### src/hdl/assert_macros.svh
// ---------------------------------------------------------------------------
// Assertion macros
// Shared concurrent assertion forms for the line number decoder.
// ---------------------------------------------------------------------------
`ifndef ASSERT_MACROS_SVH
`define ASSERT_MACROS_SVH

`ifndef ASSERT_OFF

// Same-cycle implication, disabled while reset is asserted.
`define ASSERT_IMP(lbl, clk, rstn, ante, cons) \
  lbl: assert property (@(posedge clk) disable iff (!(rstn)) (ante) |-> (cons)) \
    else $error("assertion failed");

// Next-cycle implication, disabled while reset is asserted.
`define ASSERT_NXT(lbl, clk, rstn, ante, cons) \
  lbl: assert property (@(posedge clk) disable iff (!(rstn)) (ante) |=> (cons)) \
    else $error("assertion failed");

`else

`define ASSERT_IMP(lbl, clk, rstn, ante, cons)
`define ASSERT_NXT(lbl, clk, rstn, ante, cons)

`endif

`endif

### src/hdl/ildec_pkg.sv
// ---------------------------------------------------------------------------
// ildec_pkg
// Types and constants shared by the intercom line number decoder modules.
// ---------------------------------------------------------------------------
package ildec_pkg;

  localparam int RUN_WIDTH_DEF = 16;
  localparam int THR_W         = 16;
  localparam int CFG_ADDR_W    = 3;
  localparam int NUM_W         = 12;
  localparam int PULSE_W       = 8;
  localparam int MODE_W        = 3;

  // Call states.
  localparam logic [MODE_W-1:0] MODE_NOT_CONNECTED = 3'd0;
  localparam logic [MODE_W-1:0] MODE_CONNECTED     = 3'd1;
  localparam logic [MODE_W-1:0] MODE_FIRST         = 3'd2;
  localparam logic [MODE_W-1:0] MODE_SECOND        = 3'd3;
  localparam logic [MODE_W-1:0] MODE_RECEIVED      = 3'd4;
  localparam logic [MODE_W-1:0] MODE_ENDED         = 3'd5;

  // Register indexes on the configuration port.
  localparam logic [CFG_ADDR_W-1:0] REG_DISCONNECT = 3'd0;
  localparam logic [CFG_ADDR_W-1:0] REG_CALL_START = 3'd1;
  localparam logic [CFG_ADDR_W-1:0] REG_DIGIT_END  = 3'd2;
  localparam logic [CFG_ADDR_W-1:0] REG_IDLE_HIGH  = 3'd3;
  localparam logic [CFG_ADDR_W-1:0] REG_CALL_END   = 3'd4;

  // Threshold reset values.
  localparam logic [THR_W-1:0] THR_DISCONNECT_RST = 16'd1000;
  localparam logic [THR_W-1:0] THR_CALL_START_RST = 16'd100;
  localparam logic [THR_W-1:0] THR_DIGIT_END_RST  = 16'd50;
  localparam logic [THR_W-1:0] THR_IDLE_HIGH_RST  = 16'd500;
  localparam logic [THR_W-1:0] THR_CALL_END_RST   = 16'd300;

  localparam logic [PULSE_W-1:0] PULSE_ONE    = 8'd1;
  localparam logic [PULSE_W-1:0] PULSE_MAX    = 8'd255;
  localparam logic [PULSE_W-1:0] PULSE_ELEVEN = 8'd11;

  typedef struct packed {
    logic [THR_W-1:0] disconnect;
    logic [THR_W-1:0] call_start;
    logic [THR_W-1:0] digit_end;
    logic [THR_W-1:0] idle_high;
    logic [THR_W-1:0] call_end;
  } ildec_cfg_t;

  typedef struct packed {
    logic [MODE_W-1:0]  mode;
    logic               last_level;
    logic [PULSE_W-1:0] pulse_count;
    logic [NUM_W-1:0]   number_acc;
    logic               lamp;
    logic [NUM_W-1:0]   shown;
  } ildec_ctrl_t;

  localparam ildec_ctrl_t CTRL_RST = '{
    mode:        MODE_CONNECTED,
    last_level:  1'b0,
    pulse_count: PULSE_ONE,
    number_acc:  '0,
    lamp:        1'b1,
    shown:       '0
  };

endpackage

### src/hdl/ildec_cfg.sv
// ---------------------------------------------------------------------------
// ildec_cfg
// Threshold register file written through the configuration channel.
// ---------------------------------------------------------------------------
module ildec_cfg (
  input  logic                           clk,
  input  logic                           rst_n,
  input  logic                           cfg_valid,
  output logic                           cfg_ready,
  input  logic [ildec_pkg::CFG_ADDR_W-1:0] cfg_addr,
  input  logic [ildec_pkg::THR_W-1:0]    cfg_data,
  output ildec_pkg::ildec_cfg_t          thr_o
);
  import ildec_pkg::*;

  ildec_cfg_t thr_r;
  ildec_cfg_t thr_nxt;

  assign cfg_ready = 1'b1;
  assign thr_o     = thr_r;

  always_comb begin
    thr_nxt = thr_r;
    if (cfg_valid) begin
      case (cfg_addr)
        REG_DISCONNECT: thr_nxt.disconnect = cfg_data;
        REG_CALL_START: thr_nxt.call_start = cfg_data;
        REG_DIGIT_END:  thr_nxt.digit_end  = cfg_data;
        REG_IDLE_HIGH:  thr_nxt.idle_high  = cfg_data;
        REG_CALL_END:   thr_nxt.call_end   = cfg_data;
        default:        thr_nxt = thr_r;
      endcase
    end
  end

  always_ff @(posedge clk) begin
    if (!rst_n) begin
      thr_r.disconnect <= THR_DISCONNECT_RST;
      thr_r.call_start <= THR_CALL_START_RST;
      thr_r.digit_end  <= THR_DIGIT_END_RST;
      thr_r.idle_high  <= THR_IDLE_HIGH_RST;
      thr_r.call_end   <= THR_CALL_END_RST;
    end else begin
      thr_r <= thr_nxt;
    end
  end

endmodule

### src/hdl/ildec_step.sv
// ---------------------------------------------------------------------------
// ildec_step
// Next-state logic of the call state machine for one sampled line level.
// ---------------------------------------------------------------------------
module ildec_step #(
  parameter int RUN_WIDTH = ildec_pkg::RUN_WIDTH_DEF
) (
  input  logic                   level_i,
  input  ildec_pkg::ildec_cfg_t  thr_i,
  input  ildec_pkg::ildec_ctrl_t ctrl_i,
  input  logic [RUN_WIDTH-1:0]   low_run_i,
  input  logic [RUN_WIDTH-1:0]   high_run_i,
  output ildec_pkg::ildec_ctrl_t ctrl_o,
  output logic [RUN_WIDTH-1:0]   low_run_o,
  output logic [RUN_WIDTH-1:0]   high_run_o,
  output logic                   number_valid_o
);
  import ildec_pkg::*;

  localparam int CMP_W = (RUN_WIDTH > THR_W) ? RUN_WIDTH : THR_W;
  localparam logic [RUN_WIDTH-1:0] RUN_MAX = '1;
  localparam logic [RUN_WIDTH-1:0] RUN_ONE = {{(RUN_WIDTH-1){1'b0}}, 1'b1};
  localparam logic [NUM_W:0] NUM_ONE     = 13'd1;
  localparam logic [NUM_W:0] NUM_HUNDRED = 13'd100;
  localparam logic [NUM_W:0] NUM_HI_LIM  = 13'd110;

  function automatic logic [RUN_WIDTH-1:0] run_inc(logic [RUN_WIDTH-1:0] v);
    return (v == RUN_MAX) ? v : v + RUN_ONE;
  endfunction

  function automatic logic run_ge(logic [RUN_WIDTH-1:0] run, logic [THR_W-1:0] thr);
    return CMP_W'(run) >= CMP_W'(thr);
  endfunction

  // Mode change: lamp follows the new mode, edge and pulse tracking restart.
  function automatic ildec_ctrl_t enter_mode(ildec_ctrl_t c, logic [MODE_W-1:0] m);
    ildec_ctrl_t r;
    r = c;
    r.mode = m;
    if (m == MODE_NOT_CONNECTED) r.lamp = 1'b0;
    if (m == MODE_CONNECTED)     r.lamp = 1'b1;
    r.last_level  = 1'b0;
    r.pulse_count = PULSE_ONE;
    return r;
  endfunction

  ildec_ctrl_t          c;
  logic [RUN_WIDTH-1:0] lr;
  logic [RUN_WIDTH-1:0] hr;
  logic                 done;
  logic [NUM_W-1:0]     tens;
  logic [PULSE_W-1:0]   units;
  logic [NUM_W:0]       num;

  always_comb begin
    c     = ctrl_i;
    lr    = low_run_i;
    hr    = high_run_i;
    done  = 1'b0;
    tens  = '0;
    units = '0;
    num   = '0;
    case (ctrl_i.mode)
      MODE_NOT_CONNECTED: begin
        if (level_i) begin
          c  = enter_mode(c, MODE_CONNECTED);
          lr = '0;
          hr = '0;
        end
      end
      MODE_CONNECTED: begin
        if (!level_i) begin
          lr = run_inc(lr);
          if (run_ge(lr, thr_i.disconnect)) begin
            c  = enter_mode(c, MODE_NOT_CONNECTED);
            lr = '0;
            hr = '0;
          end
        end else if (run_ge(lr, thr_i.call_start)) begin
          c  = enter_mode(c, MODE_FIRST);
          lr = '0;
          hr = '0;
        end
      end
      MODE_FIRST, MODE_SECOND: begin
        // A falling edge counts one dial pulse.
        if (c.last_level && !level_i && (c.pulse_count != PULSE_MAX))
          c.pulse_count = c.pulse_count + PULSE_ONE;
        c.last_level = level_i;
        if (!level_i) begin
          hr = '0;
          lr = run_inc(lr);
        end else begin
          lr = '0;
          hr = run_inc(hr);
          if (run_ge(hr, thr_i.digit_end)) begin
            if (ctrl_i.mode == MODE_FIRST) begin
              // Multiply by ten as two shifted copies.
              tens = {1'b0, c.pulse_count, 3'b000} + {3'b000, c.pulse_count, 1'b0};
              c.number_acc = tens;
              c  = enter_mode(c, MODE_SECOND);
            end else begin
              // Eleven pulses stand for the digit one.
              units = (c.pulse_count == PULSE_ELEVEN) ? PULSE_ONE : c.pulse_count;
              num = {1'b0, c.number_acc} + {5'b00000, units} - NUM_ONE;
              if ((num > NUM_HUNDRED) && (num < NUM_HI_LIM))
                num = num - NUM_HUNDRED;
              c.number_acc = num[NUM_W-1:0];
              c.shown      = num[NUM_W-1:0];
              done = 1'b1;
              c  = enter_mode(c, MODE_RECEIVED);
            end
            lr = '0;
            hr = '0;
          end
          // Sees the cleared high run after a digit has ended.
          if (run_ge(hr, thr_i.idle_high)) begin
            c  = enter_mode(c, MODE_CONNECTED);
            lr = '0;
            hr = '0;
          end
        end
      end
      MODE_RECEIVED, MODE_ENDED: begin
        if (!level_i) begin
          lr = run_inc(lr);
          if (ctrl_i.mode == MODE_RECEIVED) begin
            if (run_ge(lr, thr_i.call_end)) begin
              c  = enter_mode(c, MODE_ENDED);
              lr = '0;
              hr = '0;
            end
          end else if (run_ge(lr, thr_i.disconnect)) begin
            c  = enter_mode(c, MODE_NOT_CONNECTED);
            lr = '0;
            hr = '0;
          end
        end else begin
          hr = run_inc(hr);
          if (run_ge(hr, thr_i.idle_high)) begin
            c  = enter_mode(c, MODE_CONNECTED);
            lr = '0;
            hr = '0;
          end
        end
      end
      default: begin
        c  = enter_mode(c, MODE_CONNECTED);
        lr = '0;
        hr = '0;
      end
    endcase
  end

  assign ctrl_o         = c;
  assign low_run_o      = lr;
  assign high_run_o     = hr;
  assign number_valid_o = done;

endmodule

### src/hdl/intercom_line_number_decoder_core.sv
// ---------------------------------------------------------------------------
// Intercom line number decoder core
// Decodes the flat number dialled on an intercom line from one sampled line
// level per item and reports the call state after every item.
// ---------------------------------------------------------------------------
//
// Channel  | Direction | Handshake             | Payload
// ---------+-----------+-----------------------+-----------------------------
// in_      | slave     | in_tvalid / in_tready | line level in tdata bit 0
// out_     | master    | out_tvalid/out_tready | state, lamp, number; tuser flag
// cfg_     | slave     | cfg_valid / cfg_ready | threshold index and value
//
// Every input item yields exactly one result item. An accepted item sits in
// the input register and its result is loaded into the output register once
// that register is free or being emptied, and the block sustains one item
// per cycle while the output is not stalled; the call state machine update is
// the only path between the two registers. A stalled output holds its item
// and the input register, and the input stalls only when both are full.
// Reset is synchronous and active low; the configuration port is always ready.
// ---------------------------------------------------------------------------
module intercom_line_number_decoder_core #(
  parameter int RUN_WIDTH = ildec_pkg::RUN_WIDTH_DEF
) (
  input  logic                             clk,
  input  logic                             rst_n,
  // Input items.
  input  logic                             in_tvalid,
  output logic                             in_tready,
  input  logic [7:0]                       in_tdata,   // [0] line_level, [7:1] zero
  // Result items.
  output logic                             out_tvalid,
  input  logic                             out_tready,
  output logic [15:0]                      out_tdata,  // [2:0] call_state, [3] lamp_on,
                                                       // [15:4] flat_number
  output logic                             out_tuser,  // [0] number_valid
  // Configuration writes.
  input  logic                             cfg_valid,
  output logic                             cfg_ready,
  input  logic [ildec_pkg::CFG_ADDR_W-1:0] cfg_addr,
  input  logic [ildec_pkg::THR_W-1:0]      cfg_data
);
  import ildec_pkg::*;

  `include "assert_macros.svh"

  // Threshold registers.
  ildec_cfg_t thr;

  ildec_cfg u_cfg (
    .clk       (clk),
    .rst_n     (rst_n),
    .cfg_valid (cfg_valid),
    .cfg_ready (cfg_ready),
    .cfg_addr  (cfg_addr),
    .cfg_data  (cfg_data),
    .thr_o     (thr)
  );

  // Input register: one sampled level waiting for the state update.
  logic s1_valid_r;
  logic s1_level_r;
  logic s1_fire;

  // Call state held between items.
  ildec_ctrl_t          ctrl_r;
  ildec_ctrl_t          ctrl_nxt;
  logic [RUN_WIDTH-1:0] low_run_r;
  logic [RUN_WIDTH-1:0] low_run_nxt;
  logic [RUN_WIDTH-1:0] high_run_r;
  logic [RUN_WIDTH-1:0] high_run_nxt;
  logic                 number_valid_nxt;

  // Output register.
  logic        out_valid_r;
  logic [15:0] out_data_r;
  logic        out_user_r;

  // The state update runs when an item is in the input register and the
  // output register is free or being emptied in this cycle.
  assign s1_fire   = s1_valid_r && (!out_valid_r || out_tready);
  assign in_tready = !s1_valid_r || s1_fire;

  ildec_step #(
    .RUN_WIDTH (RUN_WIDTH)
  ) u_step (
    .level_i        (s1_level_r),
    .thr_i          (thr),
    .ctrl_i         (ctrl_r),
    .low_run_i      (low_run_r),
    .high_run_i     (high_run_r),
    .ctrl_o         (ctrl_nxt),
    .low_run_o      (low_run_nxt),
    .high_run_o     (high_run_nxt),
    .number_valid_o (number_valid_nxt)
  );

  always_ff @(posedge clk) begin
    if (!rst_n) begin
      s1_valid_r <= 1'b0;
    end else if (in_tready) begin
      s1_valid_r <= in_tvalid;
    end
  end

  always_ff @(posedge clk) begin
    if (in_tready && in_tvalid) begin
      s1_level_r <= in_tdata[0];
    end
  end

  always_ff @(posedge clk) begin
    if (!rst_n) begin
      ctrl_r     <= CTRL_RST;
      low_run_r  <= '0;
      high_run_r <= '0;
    end else if (s1_fire) begin
      ctrl_r     <= ctrl_nxt;
      low_run_r  <= low_run_nxt;
      high_run_r <= high_run_nxt;
    end
  end

  always_ff @(posedge clk) begin
    if (!rst_n) begin
      out_valid_r <= 1'b0;
    end else if (s1_fire) begin
      out_valid_r <= 1'b1;
    end else if (out_tready) begin
      out_valid_r <= 1'b0;
    end
  end

  always_ff @(posedge clk) begin
    if (s1_fire) begin
      out_data_r <= {ctrl_nxt.shown, ctrl_nxt.lamp, ctrl_nxt.mode};
      out_user_r <= number_valid_nxt;
    end
  end

  assign out_tvalid = out_valid_r;
  assign out_tdata  = out_data_r;
  assign out_tuser  = out_user_r;

  // A completed number is reported only as the call enters data received,
  // or connected when the idle threshold is zero.
  `ASSERT_IMP(a_number_state, clk, rst_n, out_valid_r && out_user_r,
              (out_data_r[2:0] == MODE_RECEIVED) || (out_data_r[2:0] == MODE_CONNECTED))

  // The lamp is dark exactly while the line is not connected.
  `ASSERT_IMP(a_lamp_mode, clk, rst_n, 1'b1,
              ctrl_r.lamp == (ctrl_r.mode != MODE_NOT_CONNECTED))

  // A state update always leaves a result in the output register.
  `ASSERT_NXT(a_fire_out, clk, rst_n, s1_fire, out_valid_r)

  // Pulse counting never drops to zero inside a digit.
  `ASSERT_IMP(a_pulse_nonzero, clk, rst_n,
              (ctrl_r.mode == MODE_FIRST) || (ctrl_r.mode == MODE_SECOND),
              ctrl_r.pulse_count != '0)

endmodule

### config.mk
export PLATFORM = sky130hd
export DESIGN_NAME = intercom_line_number_decoder_core
export DESIGN_NICKNAME = d
export VERILOG_FILES = /design/src/hdl/ildec_pkg.sv /design/src/hdl/ildec_cfg.sv /design/src/hdl/ildec_step.sv /design/src/hdl/intercom_line_number_decoder_core.sv
export VERILOG_INCLUDE_DIRS = /design/src /design/src/hdl
export SDC_FILE = /design/constraint.sdc
export NUM_CORES = 1
export LEC_CHECK = 0
export BUFFER_PORTS_ARGS = -buffer_cell sky130_fd_sc_hd__buf_4
export CORE_MARGIN = 1.5
export CORE_UTILIZATION = 55
export DETAILED_ROUTE_END_ITERATION = 10
export GPL_ROUTABILITY_DRIVEN = 0
export HOLD_SLACK_MARGIN = 0.06
export PLACE_DENSITY_LB_ADDON = 0.25
export SLEW_MARGIN = 0
export SYNTH_ARGS = -nofsm -noshare
export SYNTH_HDL_FRONTEND = slang
export SYNTH_HIERARCHICAL = 1
export SYNTH_SLANG_ARGS = --single-unit
### constraint.sdc
create_clock -name clk -period 15.5 [get_ports clk]
set_input_delay 2.325 -clock clk [delete_from_list [all_inputs] [get_ports clk]]
set_output_delay 2.325 -clock clk [all_outputs]
set_load 0.02 [all_outputs]
# == Word level (Yosys, flattened, before mapping) ==
# Cells that the tools add are included.
# classes
n_addsub,7
order_cmp,8
n_eq_ne,21
muxes,44
bitwise,1
reduce_logical,26
# op_table
cell,n
$mux 37,12
$mux 16,22
$pmux 37 s4,1
$pmux 16 s4,2
$ge 16x16->1,6
$add 16x1->16 const B,2
$eq 16x16->1 const B,2
$mux 8,3
$add 12x8->13,1
$gt 13x7->1 const B,1
$lt 13x7->1 const B,1
$sub 13x1->13 const B,1
$add 11x9->12,1
$eq 3x2->1 const B,4
$mux 12,1
$sub 12x7->12 const B,1
$ne 2x2->1 const B,5
$reduce_and 2->1,5
$eq 3x3->1 const B,3
$add 8x1->8 const B,1
$eq 8x4->1 const B,1
$ne 8x8->1 const B,1
$reduce_and 4->1,2
$reduce_and 7->1,1
other kinds (14),27
# totals
register_bits,169
inputBits,32

# == Depth between registers and ports, before layout ==
# Gate-level depths: netlist of run 1.
# depth
ltp_word,17
mapped_depth,28
depth_no_buf,26

# == By module ==
# Netlist of run 1, hierarchy kept.
# modules_own_cells
mod,instances,cells_each,area_per_inst_um2
ildec_step,1,845,5699.2
intercom_line_number_decoder_core,1,327,3385.7
ildec_cfg,1,294,3061.7

# == Worst setup path after synthesis of run 1 ==
# OpenSTA, ideal clock, no wires.
# synth_timing
path_type,register to register
startpoint,register high_run_r[4]
endpoint,register ctrl_r[25] in the netlist's numbering
setup_time_ps,106
arrival_time_ps,5257
required_time_ps,15394
path_slack_ps,10137
stages_incl_launch_ff,28
n_path_buf,1
synth_period_minus_slack_ps,5363
cell_sequence,dfxtp_1 and4_1 nand3_1 nor2_1 nand2_1 nand2b_1 nor2_1 xnor2_1 inv_1 ha_1 a21oi_1 nor2_1 a2111oi_0 o41ai_2 and2_1 clkbuf_1 or2_2 ha_1 nand2b_1 a211oi_1 o311ai_0 a21oi_1 o21a_1 a22oi_1 a21oi_1 a21oi_1 inv_1 o311ai_0
# synth_rtl
item,line,rtl
start: declaration,intercom_line_number_decoder_core.sv:69,logic [RUN_WIDTH-1:0] high_run_r;
start signal: assignment,intercom_line_number_decoder_core.sv:119,high_run_r <= high_run_nxt;
end signal: assignment,intercom_line_number_decoder_core.sv:117,ctrl_r <= ctrl_nxt;
end: declaration,intercom_line_number_decoder_core.sv:65,ildec_ctrl_t ctrl_r;

# == Worst setup path in the final report of run 1 ==
# layout_timing
startpoint,register high_run_r[3]
endpoint,register high_run_r[14]
# layout_via
elab_chain_cells,10
# layout_lines
item,line,rtl
$add 16x1->16 / $eq 16x16->1 (equally long branches),ildec_step.sv:28,return (v == RUN_MAX) ? v : v + RUN_ONE;
$mux 16 *,ildec_step.sv:28,
$ge 16x16->1,ildec_step.sv:32,return CMP_W'(run) >= CMP_W'(thr);
$mux 16,ildec_step.sv:96,"if (run_ge(hr, thr_i.digit_end)) begin"
$mux 16,ildec_step.sv:90,if (!level_i) begin
$mux 16,ildec_step.sv:63,case (ctrl_i.mode)
$ge 16x16->1,ildec_step.sv:32,
$mux 16,ildec_step.sv:117,"if (run_ge(hr, thr_i.idle_high)) begin"
$mux 16,ildec_step.sv:90,
$pmux 16 s4 *,ildec_step.sv:63,
named net high_run_nxt[14],intercom_line_number_decoder_core.sv:70,logic [RUN_WIDTH-1:0] high_run_nxt;
# Mark *: on every way through the listed nets, which the timed path passes. The rest lies on a longest branch. The select of a mux whose other input is x is not followed.
# A chain may end at the register's enable or synchronous reset.

==> metrics.cfg, run 1 <==
[status]
status = finished clean

[placement]
dp.cells = 1730
placed_area_um2 = 12520
dpl.hpwl_mm = 20.56
io_buffers = 43

[logic_synthesis]
synth_cell_types = 81
syn-num-nets = 1626
muxShareOfSynthArea_pct = 12.91
synth_fa_ha_area_share_pct = 13.31
synth_warnings = 6
yosysSeqAreaShare_pct = 29.34
synth_xor_area_share_pct = 2.307
synth_area_um2 = 12150
ys_async_sr_fraction_pct = 0
synth.area.top_cells = dfxtp_1, ha_1, mux2i_1
synth_top_area_share_pct = 24.89
syn_inst = 1466
synth-edff-count = 18
synth_commonest_cells = nand2_1, dfxtp_1, mux2i_1
ys_seq_elements = 169
synthFlopType = dfxtp_1
yosys.area_share.simple_pct = 20.26
synth_compound_area_share_pct = 14.44
synth_area_leader_cell = dfxtp_1
yosysMostFrequentCell = nand2_1
syn_area_per_cell_um2 = 8.286
synth_top_family_by_area = simple AND/OR/NAND/NOR gates

[routing]
finalWirelength_mm = 27.99
wl_met3_um = 959
wl_met2_mm = 12.96
highest-signal-layer = met4
vias = 10050
avgViaCountPerCell = 5.701
ant_nets = 0
wl_per_cell_um = 15.89
drt_first_pass_iters = 5
drc = 0
drt-initial-drc-count = 547
wl_met1_mm = 13.49

[job]
drv_cap = 0

[clock_network]
cts_setup_buffers = 0
clk_path_buf_depth = 2
clock_latency_ps = 430
tritoncts = done
postCtsHoldBufs = 0
cts_resized = 0
cts_inserted_buffers = 17
cts_max_level = 4
path_clk_slew_ps = 80
cts_root_buffer = clkbuf_16
clock_sinks = 169

[floorplan]
io_pins = 52
start_util_pct = 55.83
dieWidth_um = 151.6
core_area_um2 = 21760
die_h_um = 151.6
die-area_um2 = 22990
rows = 54

[pwr]
combPwrFrac_pct = 8.5
power.density_nw_per_um2 = 75.79
vdd_drop_max_v = 0.00008030
swShare_pct = 27.32
p_switching_uw = 272.5
p_clk_share_pct = 45.9
p_seq_share_pct = 45.6
internal-power_uw = 725.0
power_leakage_nw = 6.087

[min_path]
hold_end = ctrl_r[20]
hold_path_depth = 2
hold_class = reg -> reg
min_from = ctrl_r[20]

[setup_path]
crit_path_max_incr_delay_ps = 460
crit_path_end_kind = register
path_buf_inv = 2
crit_required_ps = 15780
start_kind = register
r2r_cells = 26
critPathTopFamily = compound AO/OA/AOI/OAI gates
r2r-end = high_run_r[14]
critPathMostFrequentCell = nor2_1
worstPathArrival_ps = 7050
cp_max_fo = 19
reg2reg_from = high_run_r[3]
crit_type = reg -> reg
crit_path_start = high_run_r[3]
slowest_stage = dfxtp_1
r2r_setup_slack_ps = 8730

[timing]
final.min_clock_period_ps = 6770
whs_ps = 456.6
skew_ps = 10.91
hold_viol_final = 0
finalCritPeriodShare_pct = 43.68
fmax_ghz = 0.1477
rsz0062_at_grt = no
max_slew_margin_pct = 33.27
setup_violations = 0
final_max_slew_viol_count = 0
tightest_slew_ps = 995.7
tns_ps = 0

[final_layout]
drive_gt1_share_pct = 7.625
fin_area_um2 = 13160
diodes = 0
fin_util_pct = 60.50
final_cells = 1762
final_nets = 1629
layout-area-overhead-vs-synth_pct = 8.354
fillerInstances = 1922

[global_route]
antenna_found_initial = 0
track_usage_pct = 25.22
grt_max_degree = 145
grt_pass1_wl_mm = 46.33
grt_pass1_vias = 9485
overflow = 0

[worst reg2reg max path, stage by stage, from the launching register on]
cell and delay, ps:
dfxtp_1 460, and4_1 260, nand3_1 150, nor2_1 300
nand2_1 280, nand2b_1 270, nor2_1 80, xnor2_1 300
inv_1 130, ha_1 310, a21oi_1 150, nor2_1 50
a2111oi_0 450, o41ai_2 260, and2_1 430, or2_2 380
ha_1 260, nand2b_1 90, a211oi_1 70, o311ai_0 400
a21oi_1 170, o21ai_0 360, o31a_1 400, inv_2 190
a22o_1 270, nand2_1 60, mux2i_1 90
[cells in the final DEF (no fill, tap or decap), types with 4 or more instances in the layout]
cell / synthesis / final
inv_8: 0 / 6
and2_1: 9 / 9
nand4_1: 20 / 20
inv_1: 146 / 146
o22ai_1: 5 / 5
dfxtp_1: 151 / 151
xor2_1: 10 / 10
xnor2_1: 22 / 22
a22o_1: 19 / 19
a21o_1: 29 / 29
edfxtp_1: 18 / 18
a21boi_0: 5 / 5
nor2_1: 65 / 65
a41oi_1: 4 / 4
buf_4: 7 / 47
nand3_1: 18 / 18
a211o_1: 5 / 5
nor3_1: 16 / 16
nand2b_1: 15 / 15
o311ai_0: 4 / 4
o211ai_1: 4 / 4
ha_1: 126 / 126
a31oi_1: 9 / 9
o21a_1: 12 / 12
or2_2: 10 / 10
mux2i_1: 151 / 151
and3_1: 9 / 9
clkbuf_16: 0 / 18
nor2b_1: 39 / 39
and4_1: 4 / 4
a221oi_1: 5 / 5
mux2_2: 5 / 5
nand2_1: 279 / 279
o21ai_0: 43 / 43
a211oi_1: 14 / 14
a2111oi_0: 5 / 5
a21oi_1: 54 / 54
o2bb2ai_1: 11 / 11
[power by group through the flow]
stage / Clock (mW) / Combinational [mW] / Sequential, mW
2_1_floorplan: 0 / 0.0602 / 0.464
3_3_place_gp: 0 / 0.0821 / 0.464
3_5_place_dp: 0 / 0.0837 / 0.465
4_1_cts: 0.468 / 0.0843 / 0.454
5_1_grt: 0.484 / 0.0924 / 0.456
6_report: 0.458 / 0.0847 / 0.455
[registers in the layout (all words and copies together) (netlist names)]
register	count
s1_level_r	1
out_tuser	1
s1_valid_r	1
out_tdata	16
ctrl_r	37
high_run_r	16
low_run_r	16
out_tvalid	1
u_cfg/thr_o	80
[final cells by class]
| class | count | area (µm²) | share of cell area, % |
|---|---|---|---|
| Clock buffer | 18 | 450.4 | 3.422 |
| Clock inverter | 14 | 187.7 | 1.426 |
| Inverter | 148 | 555.5 | 4.221 |
| Multi-Input combinational cell | 1085 | 7690 | 58.43 |
| Sequential cell | 169 | 3563 | 27.07 |
| Tap cell | 280 | 350.3 | 2.662 |
| Timing Repair Buffer | 48 | 364.1 | 2.766 |
[layer usage]
metal  track usage [%]  vias up
met4             7.981        0
met2             41.25      175
met1             34.08     4750
li1                  -     5091
met5                 0        -
met3             3.862       30
[metrics by stage]
step	power [mW]	setup slack, ps
detailed placement	0.5484	8801
CTS	1.007	8694
finish	0.9976	8730
global route	1.032	8059
global placement	0.5464	8906
floorplan	0.5244	10140
[worst max path at each step]
| stage | to | slack (ps) | cells after the start |
|---|---|---|---|
| detailed placement | high_run_r[4] | 8800 | 26 |
| CTS | high_run_r[14] | 8690 | 26 |
| global route | high_run_r[15] | 8060 | 26 |
| finish | high_run_r[14] | 8730 | 26 |
| floorplan | ctrl_r[25] | 10140 | 27 |
| global placement | high_run_r[2] | 8910 | 26 |
[cell families after synthesis]
| logic type | after synthesis |
|---|---|
| AND/OR/NAND/NOR | 515 |
| AO/OA/AOI/OAI | 253 |
| buffers and inverters | 212 |
| flip-flops | 169 |
| multiplexers | 156 |
| adder cells (fa/ha/maj) | 128 |
| XOR/XNOR | 32 |
| other | 1 |
Note: power is estimated with default switching activity, not from simulation.
==> run 2, diff against run 1 <==
==> constraint.sdc (replaced) <==
create_clock -name clk -period 6.3 [get_ports clk]
set_input_delay 0.945 -clock clk [delete_from_list [all_inputs] [get_ports clk]]
set_output_delay 0.945 -clock clk [all_outputs]
set_load 0.02 [all_outputs]
==> run 2 against run 1 <==
Net effect: largest cell class unchanged; cell area increased by 1.4%; cell count increased by 1.2%; register-to-register slack got worse by 8200 ps; highest routed layer unchanged; clock power increased by 140%; critical path depth unchanged; via count increased by 0.44%; sequential power increased by 150%; worst hold slack improved by 1.2 ps.
==> metrics.cfg, run 2 (synthesis gave the netlist of run 1 again) <==
[setup_path]
crit_path_max_incr_delay_ps = 470  ; about the same
r2r_cells = 26  ; unchanged
crit_required_ps = 6600  ; -9180 ps
path_buf_inv = 3  ; +1
worstPathArrival_ps = 6070  ; -980 ps
critPathTopFamily = simple AND/OR/NAND/NOR gates
critPathMostFrequentCell = ha_1
crit_type = reg -> reg
r2r-end = ctrl_r[3]
r2r_setup_slack_ps = 530  ; -8200 ps
slowest_stage = fa_1
start_kind = register
reg2reg_from = ctrl_r[25]
crit_path_end_kind = register
cp_max_fo = 7  ; -12

[final_layout]
fin_util_pct = 61.33  ; +0.83 points
diodes = 0  ; unchanged
final_common_cell = nand2_1
fillerInstances = 1885  ; -1.9%
layout-area-overhead-vs-synth_pct = 9.848
largest_register_ffs = 80  ; unchanged
drive_gt1_share_pct = 9.242  ; +1.6 points
multi_input_area_um2 = 7716  ; +0.34%
final_cell_mix = nand2_1, dfxtp_1, mux2i_1
final-seq-area_um2 = 3563  ; unchanged
final_nets = 1651  ; +1.4%

[clock_network]
tritoncts = done
clock_sinks = 169  ; unchanged
clk_path_buf_depth = 2  ; unchanged
cts_max_level = 4  ; unchanged
cts_root_buffer = clkbuf_16
clock_latency_ps = 440  ; about the same
postCtsHoldBufs = 0  ; unchanged
cts_inserted_buffers = 17  ; unchanged
path_clk_slew_ps = 70  ; about the same

[floorplan]
dieWidth_um = 151.6  ; unchanged
start_util_pct = 55.83  ; unchanged
die-area_um2 = 22990  ; unchanged
die_h_um = 151.6  ; unchanged
rows = 54  ; unchanged
core_area_um2 = 21760  ; unchanged
io_pins = 52  ; unchanged

[pwr]
vdd_drop_max_v = 0.0001761  ; +120%
power.density_nw_per_um2 = 182.3  ; +140%
power_leakage_nw = 6.190  ; +1.7%

[global_route]
grt_pass1_vias = 9269  ; -2.3%
track_usage_pct = 25.48  ; +0.26 points
grt_max_degree = 125  ; -14%
antenna_found_initial = 0  ; unchanged
grt_pass1_wl_mm = 46.32  ; about the same
overflow = 0  ; unchanged

[timing]
fmax_ghz = 0.1733  ; +17%
final.min_clock_period_ps = 5771  ; -998.5 ps
finalCritPeriodShare_pct = 91.61  ; +48 points
setup_violations = 0  ; unchanged
fin_ws_ps = 528.6  ; -8202 ps
final_max_slew_viol_count = 0  ; unchanged
max_slew_margin_pct = 31.98  ; -1.3 points
rsz0062_at_grt = no
tns_ps = 0  ; unchanged
skew_ps = 10.98  ; +0.07400 ps
hold_viol_final = 0  ; unchanged
tightest_slew_ps = 1014  ; +18.82 ps

[status]
status = finished clean

[placement]
io_buffers = 43  ; unchanged
dpl.hpwl_mm = 20.72  ; +0.75%
pre_cts_slack_ps = 512.9  ; -8288 ps

[routing]
ant_nets = 0  ; unchanged
vias = 10090  ; +0.44%
drt_first_pass_iters = 5  ; unchanged
drt-initial-drc-count = 569  ; +4.0%
drc = 0  ; unchanged
finalWirelength_mm = 28.23  ; +0.84%
avgViaCountPerCell = 5.656  ; -0.80%
wl_per_cell_um = 15.82  ; -0.40%

[min_path]
hold_class = reg -> reg
hold_path_depth = 2  ; unchanged
min_from = ctrl_r[5]
hold_end = ctrl_r[5]

[job]
drv_cap = 0  ; unchanged

## run 2: through the flow
| step | power [mW] | hold slack [ps] | std cells | cell area, µm² |
|---|---|---|---|---|
| floorplan | 1.290 | 434.7 | 1466 | 12150 |
| global placement | 1.348 | 443.1 | 1752 | 12690 |
| detailed placement | 1.353 | 447.4 | 1752 | 12690 |
| CTS | 2.448 | 461.8 | 1784 | 13320 |
| global route | 2.514 | 475.8 | 1784 | 13340 |
| finish | 2.433 | 457.8 | 1784 | 13340 |
## run 2: routing by layer
layer / vias up / track usage (%) / routed length, µm
met5: - / 0 / 0
met3: 28 / 3.174 / 949
met4: 0 / 7.260 / 432
li1: 5123 / - / -
met1: 4768 / 34.98 / 13650
met2: 171 / 41.98 / 13200
## run 2: worst max-delay path by stage
stage	startpoint	end	slack [ps]	cells past startpoint
floorplan	high_run_r[4]	ctrl_r[25]	940	27
global placement	ctrl_r[25]	ctrl_r[3]	610	26
detailed placement	ctrl_r[25]	ctrl_r[3]	510	26
CTS	ctrl_r[25]	ctrl_r[3]	420	26
global route	high_run_r[3]	ctrl_r[25]	20	25
finish	ctrl_r[25]	ctrl_r[3]	530	26
## run 2: worst register-to-register path, cell delays in order, from the launching register on
cell	delay [ps]
dfxtp_1	380
ha_1	260
and2_1	190
a41oi_2	260
nand2_1	100
xnor2_1	190
nor4_1	370
nand4_1	200
o21ai_0	280
ha_1	160
inv_1	40
ha_1	230
fa_1	470
xor2_2	260
inv_1	110
ha_1	210
nand2_1	50
nor2_1	40
a311oi_1	200
nor4bb_2	360
nand3_1	160
buf_4	180
nor4_4	250
mux2i_2	370
o21ai_0	170
nand2_1	80
mux2i_1	80
## run 2: final cells by class
type                       instances  share of cell area, %
inverter                         148                  4.164
tap                              280                  2.626
clock inverter                    12                  1.041
sequential                       169                  26.71
clock buffer                      20                  3.667
timing repair buffer              70                  3.967
multi-input combinational       1085                  57.83
## run 2: repair_timing
action,in CTS,in global routing
resized for setup,0,5
setup endpoints to repair,0,18
buffers inserted,0,0
## run 2: power by group
part	leakage [nW]	total (mW)	switching, mW	internal [mW]
Combinational	4.49	0.215	0.134	0.0807
Clock	0.306	1.10	0.511	0.590
Sequential	1.39	1.12	0.0133	1.10
==> run 3, diff against run 2 <==
--- a/config.mk
+++ b/config.mk
@@ -8,7 +8,8 @@
 export LEC_CHECK = 0
 export BUFFER_PORTS_ARGS = -buffer_cell sky130_fd_sc_hd__buf_4
 export CORE_MARGIN = 1.5
-export CORE_UTILIZATION = 55
+export CORE_UTILIZATION = 63
+export CTS_CLUSTER_DIAMETER = 120
 export DETAILED_ROUTE_END_ITERATION = 10
 export GPL_ROUTABILITY_DRIVEN = 0
 export HOLD_SLACK_MARGIN = 0.06
==> run 3 against run 2 <==
Net effect: critical path depth is the same; cell count shrank 1.4%; fmax shrank 0.70%; cell area shrank 0.65%; critical path type unchanged; highest routed layer unchanged.
==> metrics.cfg, run 3 (synthesis gave the netlist of run 1 again) <==
[clock_network]
clock_sinks = 169  ; unchanged
postCtsHoldBufs = 0  ; unchanged
path_clk_slew_ps = 70  ; about the same
tritoncts = done
clock_latency_ps = 430  ; about the same
clk_path_buf_depth = 2  ; unchanged
cts_inserted_buffers = 17  ; unchanged
cts_root_buffer = clkbuf_16
cts_max_level = 4  ; unchanged

[final_layout]
fillerInstances = 1512  ; -20%
final_common_cell = nand2_1
largest_register_ffs = 80  ; unchanged
fin_util_pct = 70.40  ; +9.1 points
multi_input_area_um2 = 7710  ; about the same
final_cell_mix = nand2_1, mux2i_1, dfxtp_1
layout-area-overhead-vs-synth_pct = 9.137
final-seq-area_um2 = 3565  ; about the same
final_cells = 1759  ; -1.4%
diodes = 0  ; unchanged
final_nets = 1647  ; -0.24%
drive_gt1_share_pct = 8.939  ; -0.30 points

[min_path]
hold_class = reg -> reg

[routing]
wl_per_cell_um = 16.34  ; +3.3%
drt-initial-drc-count = 780  ; +37%
drt_first_pass_iters = 7  ; +2
finalWirelength_mm = 28.75  ; +1.8%
ant_nets = 0  ; unchanged
avgViaCountPerCell = 5.861  ; +3.6%
drc = 0  ; unchanged
vias = 10310  ; +2.2%

[status]
status = finished clean

[placement]
io_buffers = 43  ; unchanged
dp.cells = 1726  ; -1.5%
dpl.hpwl_mm = 20.55  ; -0.83%

[setup_path]
start_kind = register
cp_max_fo = 7  ; unchanged
crit_type = reg -> reg
crit_path_end_kind = register
worstPathArrival_ps = 6170  ; +100 ps
crit_required_ps = 6660  ; +60 ps

[pwr]
vdd_drop_max_v = 0.0002150  ; +22%
power.density_nw_per_um2 = 181.8  ; -0.30%
power_mw = 2.409  ; -0.95%
power_leakage_nw = 6.157  ; -0.54%

[timing]
fmax_ghz = 0.1721  ; -0.70%
max_slew_margin_pct = 26.55  ; -5.4 points
hold_viol_final = 0  ; unchanged
finalCritPeriodShare_pct = 92.26  ; +0.65 points
final.min_clock_period_ps = 5812  ; +40.73 ps
final_max_slew_viol_count = 0  ; unchanged
tightest_slew_ps = 1096  ; +81.46 ps
setup_violations = 0  ; unchanged
whs_ps = 459.8  ; +1.914 ps
skew_ps = 9.163  ; -1.821 ps

[floorplan]
die-area_um2 = 20120  ; -12%
die_h_um = 141.9  ; -6.4%
start_util_pct = 64.50  ; +8.7 points
rows = 50  ; -7.4%
io_pins = 52  ; unchanged
dieWidth_um = 141.9  ; -6.4%
core_area_um2 = 18830  ; -13%

[global_route]
antenna_found_initial = 0  ; unchanged
grt_pass1_vias = 9780  ; +5.5%
grt_max_degree = 163  ; +30%
track_usage_pct = 29.29  ; +3.8 points
overflow = 0  ; unchanged
grt_pass1_wl_mm = 47.49  ; +2.5%

[job]
drv_cap = 0  ; unchanged

==> run 3: timing repair <==
item,in CTS,in global routing
buffers inserted,0,2
endpoints found under the setup margin,0,34
resized for setup,0,6
==> run 3: cell type report <==
| type | instances | share of cell area (%) |
|---|---|---|
| Tap cell | 260 | 2.454 |
| Clock inverter | 11 | 0.9344 |
| Sequential cell | 169 | 26.89 |
| Clock buffer | 20 | 3.605 |
| Timing Repair Buffer | 66 | 3.766 |
| Multi-Input combinational cell | 1085 | 58.16 |
| Inverter | 148 | 4.191 |
==> run 3: worst max-delay path: stages, from the launching register on <==
cell       delay [ps]
dfxtp_1           440
and4_1            260
nand3_1           220
nor3_2            310
and3_1            200
nand3b_1           70
o21ai_0           140
inv_1             150
ha_1              340
a21oi_1           160
o21ai_0           130
a2111oi_1         470
o41ai_2           180
and2_1            220
or2_2             280
ha_1              270
nand2b_1          150
a211oi_1          220
o311ai_0          190
a21oi_1           280
o21ai_0           140
o31a_1            340
buf_4             180
a21oi_1           110
a21o_1            100
nand2_1            50
mux2i_1           160
==> run 3: metal layers <==
metal,share of wire [%],vias up,global-route usage [%]
met3,3.7,47,3.105
met2,47,267,49.76
met1,47,4877,38.63
met5,0,-,0
met4,2.6,0,10.53
li1,-,5118,-
==> run 3: power breakdown <==
part / switching (mW) / leakage (nW) / internal, mW
Clock: 0.477 / 0.295 / 0.602
Sequential: 0.0138 / 1.39 / 1.10
Combinational: 0.132 / 4.47 / 0.0793
Total: 0.624 / 6.16 / 1.79
==> run 3: through the flow <==
stage,area [µm²],TNS [ps],setup WS (ps)
final,13260,0,487.9
after global routing,13260,-7.971,-7.971
after CTS,13220,0,186.5
after detailed placement,12620,0,298.1
after global placement,12620,0,505.6
after floorplan,12150,0,936.7
==> run 3: path summary, 6_finish.rpt <==
path / startpoint / endpoint / slack [ps] / cells after the start
setup / recovery: high_run_r[4] / high_run_r[0] / 490 / 26
hold / removal: ctrl_r[14] / ctrl_r[14] / 460 / 2
setup reg to reg: high_run_r[4] / high_run_r[0] / 490 / 26
hold reg to reg: ctrl_r[14] / ctrl_r[14] / 460 / 2
